<file path="src/usmb_pkg.sv">
// Package for the 5x5 box unsharp-mask core: sizes, constants, types and states.
// Used by the RAM-free cell, the line RAM wrapper users and the top level.
package usmb_pkg;

   localparam int MAX_WIDTH = 1024;
   localparam int COL_W = $clog2(MAX_WIDTH);
   localparam int KERNEL = 5;
   localparam int LINES = KERNEL - 1;
   localparam int PIX_W = 8;

   // Fixed-point constants of the output formula
   localparam int SCALE = 6400;           // 256 * 25
   localparam int AREA = 25;
   localparam int RECIP = 10486;          // ceil(2^18 / 25)
   localparam int RECIP_SHIFT = 18;
   localparam int SAT_LIMIT = 256 * SCALE;

   // Register indexes of the write port
   localparam logic [1:0] REG_WIDTH  = 2'd0;
   localparam logic [1:0] REG_HEIGHT = 2'd1;
   localparam logic [1:0] REG_GAIN   = 2'd2;

   typedef logic [KERNEL-1:0][PIX_W-1:0] col_type;

   typedef struct packed {
      logic               shift;
      logic [KERNEL-1:0]  row_mask;
   } cell_ctrl_type;

   typedef enum logic [2:0] {
      S_IDLE,
      S_READ,
      S_SHIFT,
      S_COLSUM,
      S_SUM,
      S_MUL,
      S_DIV,
      S_OUT
   } state_type;

endpackage

</file>
<file path="src/usmb_cell.sv">
// One window column cell: holds five vertical pixels, passes them on when
// the window shifts and keeps a registered row-masked column sum.
// Depends on usmb_pkg.
module usmb_cell (
   input  logic                   clock,
   input  usmb_pkg::cell_ctrl_type ctrl,
   input  usmb_pkg::col_type      col_in,
   output usmb_pkg::col_type      col_out,
   output logic [10:0]            col_sum
);

   usmb_pkg::col_type pix_ff;
   logic [10:0] sum_ff;
   logic [10:0] sum_in;

   // Take the neighbor's column on a shift
   always_ff @(posedge clock) begin
      if (ctrl.shift) begin
         pix_ff <= col_in;
      end
   end

   // Drop rows outside the frame and add the rest
   always_comb begin
      sum_in = '0;
      for (int k = 0; k < usmb_pkg::KERNEL; k++) begin
         if (ctrl.row_mask[k]) begin
            sum_in = sum_in + 11'(pix_ff[k]);
         end
      end
   end

   always_ff @(posedge clock) begin
      sum_ff <= sum_in;
   end

   assign col_out = pix_ff;
   assign col_sum = sum_ff;

endmodule

</file>
<file path="config.mk">
export PLATFORM = sky130hd
export DESIGN_NAME = usmb_cell
export DESIGN_NICKNAME = d
export VERILOG_FILES = /design/src/usmb_pkg.sv /design/src/usmb_cell.sv
export SDC_FILE = /design/constraint.sdc
export NUM_CORES = 1
export LEC_CHECK = 0
export BUFFER_PORTS_ARGS = -buffer_cell sky130_fd_sc_hd__buf_2
export CORE_ASPECT_RATIO = 1.75
export CORE_MARGIN = 2
export CORE_UTILIZATION = 25
export DETAILED_ROUTE_END_ITERATION = 6
export PLACE_DENSITY = 0.56
export SLEW_MARGIN = 20
export SYNTH_ARGS = -nofsm -noshare
export SYNTH_HDL_FRONTEND = slang
export SYNTH_SLANG_ARGS = --single-unit
</file>
<file path="constraint.sdc">
create_clock -name clock -period 9 [get_ports clock]
set_clock_uncertainty 0.2 [all_clocks]
set_input_delay 2.25 -clock clock [delete_from_list [all_inputs] [get_ports clock]]
set_output_delay 2.25 -clock clock [all_outputs]
set_load 0.02 [all_outputs]
</file>
==> results.cfg, run 1 <==
[timing]
finalSetupViolCount = 0
fmax_mhz = 130
slew_viol_final = 0
hold_viol_final = 0
tightest_slew_ns = 0.969
slew_headroom_pct = 35.4
final.setup.worst_slack_ns = 1.31
setup_tns_ns = 0
rsz0062_at_grt = false
finalCritPeriodShare_pct = 85.4
fin_crit_ns = 7.69

[routing]
drt_pass1_iterations = 6
drtIter0Drc = 64
vias = 2783
wl_per_cell_um = 13.9
wirelength_mm = 8.29
routed_via_density = 4.68
detail-route-antenna-nets = 0
drc = 0

[pwr]
p_comb_share_pct = 43.3
clockPowerShare_pct = 25.2
power_density_nw_per_um2 = 228
ir_worst_vdd_mv = 0.0780
total_leakage_power_nw = 1.86
power.share.switching_pct = 34.7
switching_power_mw = 0.338
seqPwrFrac_pct = 31.5
intPower_mw = 0.636

[clock_network]
htree_num_levels = 2
cts_hold_buf = 0
clock-sinks = 51
clk_latency_ns = 0.29
clock_path_buffers = 2
ctsRootBufferMaster = clkbuf_16
clk_pin_slew_worst_paths_ns = 0.07
cts_tree = built
post_cts_buffers = 0
cts_inserted_buffers = 5
cts-resized-gates = 0

[die]
io_pins = 98
die_area_um2 = 14600
die_x_um = 92.2
die_h_um = 158
rows = 56
start_util_pct = 25.4
core_um2 = 13400

[flow_run]
max_cap_viol_count = 0

[synthesis]
ys_types = 55
netlist_area_um2 = 3400
syn-num-nets = 402
synthCells = 320
yosysSeqAreaShare_pct = 41.7
synth_seq_cells = 51
async_flop_share_pct = 0
synth_area_per_cell_um2 = 10.6
synth_warnings = 0
synthFlopType = edfxtp_1
synth-edff-count = 40

[setup_path]
path_class = primary input to flip-flop
slowest_delay_ns = 0.49
slowest_stage = o31ai_1
critPathArrivalTime_ns = 7.65
crit_fanout = 9
r2r_cells = 26
worstPathRequired_ns = 8.97
reg2reg_setup_slack_ns = 3.08
cp-end-kind = flip-flop
crit_path_start_kind = primary input

[placement]
dp.cells = 587
dp_slack_ns = 0.991
gp_congestion = 0.761
port_buffers = 97
dp_hpwl_mm = 6.76

[global_route]
grt_pass1_wl_mm = 12.9
grtUsageTotal_pct = 11.4
grt_start_max_net_pins = 41
grt-ovfl-total = 0
grt_pass1_vias = 2819
antenna_found_initial = 0

[finish]
stdcell_count = 595
nNetsFinal = 502
antennaDiodeCount = 0
drive_above_1_share_pct = 29.9
area_growth_pct = 25.7

[hold_path]
whs_path_depth = 2
hp-class = flip-flop to flip-flop

[status]
status = complete, no violations
-- worst paths after layout --
check	startpoint	end
hold reg to reg	col_out[32]$_DFFE_PP_	col_sum[0]$_DFF_P_
setup reg to reg	col_out[0]$_DFFE_PP_	col_sum[9]$_DFF_P_
hold / removal	col_out[32]$_DFFE_PP_	col_sum[0]$_DFF_P_
setup / recovery	ctrl[0]	col_sum[9]$_DFF_P_
-- state kept, by name, summed over array words and instances (netlist names) --
| signal | cells |
|---|---|
| col_out | 40 |
| col_sum | 11 |
-- per-layer routing --
metal | GRT usage, % | vias to the layer above | wire length [µm]
li1 | - | 1404 | -
met2 | 22.5 | 78 | 4530
met5 | 0 | - | 0
met1 | 11.4 | 1289 | 3220
met3 | 2.22 | 12 | 351
met4 | 4.69 | 0 | 197
-- cells by family (layout without fill, tap and decap cells) --
group / after synthesis / count (layout) / share of synthesized area, %
compound gates: 106 / 106 / 21.8
xor+xnor: 15 / 15 / 4.26
fa+ha+maj: 36 / 36 / 14.0
buf+inv: 21 / 122 / 2.35
flops: 51 / 51 / 41.7
mux: 15 / 15 / 4.81
simple gates: 76 / 76 / 11.0
-- power groups by stage --
stage / Sequential (mW) / Combinational [mW] / Clock [mW]
2_1_floorplan: 0.355 / 0.274 / 0
4_1_cts: 0.309 / 0.427 / 0.256
3_3_place_gp: 0.314 / 0.415 / 0
5_1_grt: 0.311 / 0.473 / 0.264
3_5_place_dp: 0.314 / 0.424 / 0
6_report: 0.307 / 0.422 / 0.245
-- critical path, delay by kind of cell --
family	cells	cell delay (ns)
buffers and inverters	2	0.22
AND/OR/NAND/NOR	7	1.14
AO/OA/AOI/OAI	13	2.54
adder cells (fa/ha/maj)	5	1.49
-- cell type report --
cell class / instances / area (µm²)
multi-input combinational: 248 / 1900
sequential: 51 / 1420
fill: 1378 / 9100
clock inverter: 2 / 60.1
inverter: 17 / 63.8
timing repair buffer: 97 / 485
clock buffer: 6 / 129
tap: 174 / 218
-- metrics by stage --
step                hold slack, ns  util [%]  power, mW  instance area, µm²
CTS                          0.462      32.0      0.991                4280
global route                 0.495      32.0       1.05                4280
global placement             0.447      30.6      0.729                4090
floorplan                    0.554         -      0.629                3400
detailed placement           0.445      30.6      0.737                4090
finish                       0.445      32.0      0.974                4280
-- placed cells by master (no fill, tap or decap), types with 3 or more instances in the layout --
cell type  instances
a21oi_1           17
a211oi_1           8
dfxtp_1           11
edfxtp_1          40
inv_1             17
and2_1             6
o31ai_1            3
o21a_1            13
o31a_1             3
nor3_1             3
a21o_1            13
fa_1               4
ha_1              31
a31oi_1            4
mux2i_1            4
clkbuf_16          5
nor2b_1            6
or2_2              5
nor2_1            19
nand2_1           17
xnor2_1           10
mux2_2            10
o21ai_0           25
nand3_1            8
buf_2             97
xor2_1             4
or3_1              3
-- cells in the mapped netlist, drive strengths merged (2+ instances only) --
cell | instances | area (µm²)
edfxtp | 40 | 1200
ha | 31 | 388
o21ai | 27 | 135
nor2 | 19 | 71.3
a21oi | 18 | 93.8
inv | 17 | 63.8
nand2 | 17 | 63.8
a21o | 13 | 97.6
o21a | 13 | 97.6
dfxtp | 11 | 220
mux2 | 11 | 124
xnor2 | 10 | 87.6
a211oi | 8 | 60.1
nand3 | 8 | 40.0
and2 | 6 | 37.5
nor2b | 6 | 37.5
or2 | 6 | 37.5
a31oi | 4 | 25.0
fa | 4 | 80.1
mux2i | 4 | 40.0
xor2 | 4 | 35.0
nor3 | 3 | 15.0
o31a | 3 | 26.3
o31ai | 3 | 22.5
or3 | 3 | 18.8
a211o | 2 | 17.5
and3 | 2 | 12.5
buf | 2 | 8.75
clkbuf | 2 | 7.51
nand2b | 2 | 12.5
nand4 | 2 | 12.5
o211ai | 2 | 20.0
o21bai | 2 | 18.8
o311ai | 2 | 42.6
(Power assumes the default switching activity.)
==> inputs of run 2 (changes only) <==
==> constraint.sdc (replaced) <==
create_clock -name clock -period 9 [get_ports clock]
set_clock_uncertainty 0.2 [all_clocks]
set_input_delay 0.45 -clock clock [delete_from_list [all_inputs] [get_ports clock]]
set_output_delay 0.45 -clock clock [all_outputs]
set_load 0.02 [all_outputs]
==> results.cfg, run 2 (synthesized netlist as in run 1, its figures left out) <==
[routing]
wl_per_cell_um = 14.1
routed_via_density = 4.71
wirelength_mm = 8.37
drt_pass1_iterations = 4
detail-route-antenna-nets = 0
vias = 2802
drtIter0Drc = 50
drc = 0

[timing]
hold_viol_final = 0
finalSetupViolCount = 0
rsz0062_at_grt = false
tightest_slew_ns = 0.939
finalCritPeriodShare_pct = 66.7
hold-worst-slack_ns = 0.124
fin_crit_ns = 6.00
slew_viol_final = 0
slew_headroom_pct = 37.4
setup_tns_ns = 0
fmax_mhz = 167

[clock_network]
ctsRootBufferMaster = clkbuf_16
htree_num_levels = 2
clk_latency_ns = 0.30
clock_path_buffers = 2
clk_pin_slew_worst_paths_ns = 0.07
cts_inserted_buffers = 5
cts_tree = built
cts-resized-gates = 0
post_cts_buffers = 0
cts_hold_buf = 0
clock-sinks = 51

[setup_path]
cp-end-kind = flip-flop
crit_fanout = 4
slowest_stage = edfxtp_1
critPathArrivalTime_ns = 5.97
path_common_cell = ha_1
crit_path_start_kind = flip-flop
slowest_delay_ns = 0.38
worstPathRequired_ns = 8.97
path_class = flip-flop to flip-flop

[pwr]
total_power_mw = 0.964
ir_worst_vdd_mv = 0.0864
total_leakage_power_nw = 1.86
power_density_nw_per_um2 = 226

[hold_path]
hp-class = primary input to flip-flop

[global_route]
grt_start_max_net_pins = 41
grt_pass1_vias = 2774
grt_pass1_wl_mm = 13.0
antenna_found_initial = 0
grtUsageTotal_pct = 11.4
grt-ovfl-total = 0

[die]
die_area_um2 = 14600
start_util_pct = 25.4
rows = 56
die_h_um = 158
die_x_um = 92.2
core_um2 = 13400
io_pins = 98

[finish]
largest_reg_flops = 40
stdcell_area_um2 = 4280
nNetsFinal = 502
final_common_cell = buf_2
area_growth_pct = 25.6
layout_common_cells = buf_2 (97), edfxtp_1 (40), ha_1 (31)
antennaDiodeCount = 0
drive_above_1_share_pct = 29.9

[placement]
dpl-instance-area_um2 = 4090
gp_congestion = 0.761
dp_hpwl_mm = 6.82
port_buffers = 97

[status]
status = complete, no violations

[flow_run]
max_cap_viol_count = 0
run 2: metal layers:
layer	track usage, %	part of all wire, %	vias up
li1	-	-	1406
met1	11.8	38	1303
met2	22.2	55	83
met3	2.08	4.2	10
met4	4.83	2.4	0
met5	0	0	-
run 2: report_power, final:
part	total [mW]	switching [mW]	internal [mW]
logic	0.424	0.239	0.185
registers	0.307	0.0149	0.292
clock network	0.234	0.0855	0.148
run 2: area by class of cell:
| type | instances | area, µm² |
|---|---|---|
| clock buffer | 7 | 154 |
| multi-input combinational | 248 | 1900 |
| fill | 1356 | 9110 |
| inverter | 17 | 63.8 |
| tap | 174 | 218 |
| sequential | 51 | 1420 |
| clock inverter | 1 | 30.0 |
| timing repair buffer | 97 | 485 |
run 2: final timing paths:
path	depth (start not counted)	startpoint	slack, ns	to
setup / recovery	28	col_out[1]$_DFFE_PP_	3.00	col_sum[9]$_DFF_P_
hold / removal	1	col_in[20]	0.12	col_out[20]$_DFFE_PP_
setup reg to reg	28	col_out[1]$_DFFE_PP_	3.00	col_sum[9]$_DFF_P_
hold reg to reg	2	col_out[32]$_DFFE_PP_	0.45	col_sum[0]$_DFF_P_
run 2: worst max-delay path: cells and delay by family (launching register included):
kind,cells,cell delay [ns]
AOI/OAI and AO/OA,10,1.60
xor gates and xnor gates,2,0.26
adders and majority gates,5,1.45
buffers and inverters,2,0.14
DFF,1,0.38
muxes,2,0.60
and+or+nand+nor,7,1.28
run 2: per-stage QoR:
step | util, % | setup WS [ns] | cells
detailed placement | 30.6 | 2.75 | 587
floorplan | - | 3.44 | 320
CTS | 31.9 | 2.97 | 595
finish | 31.9 | 3.00 | 595
global placement | 30.6 | 2.88 | 587
global route | 31.9 | 2.45 | 595
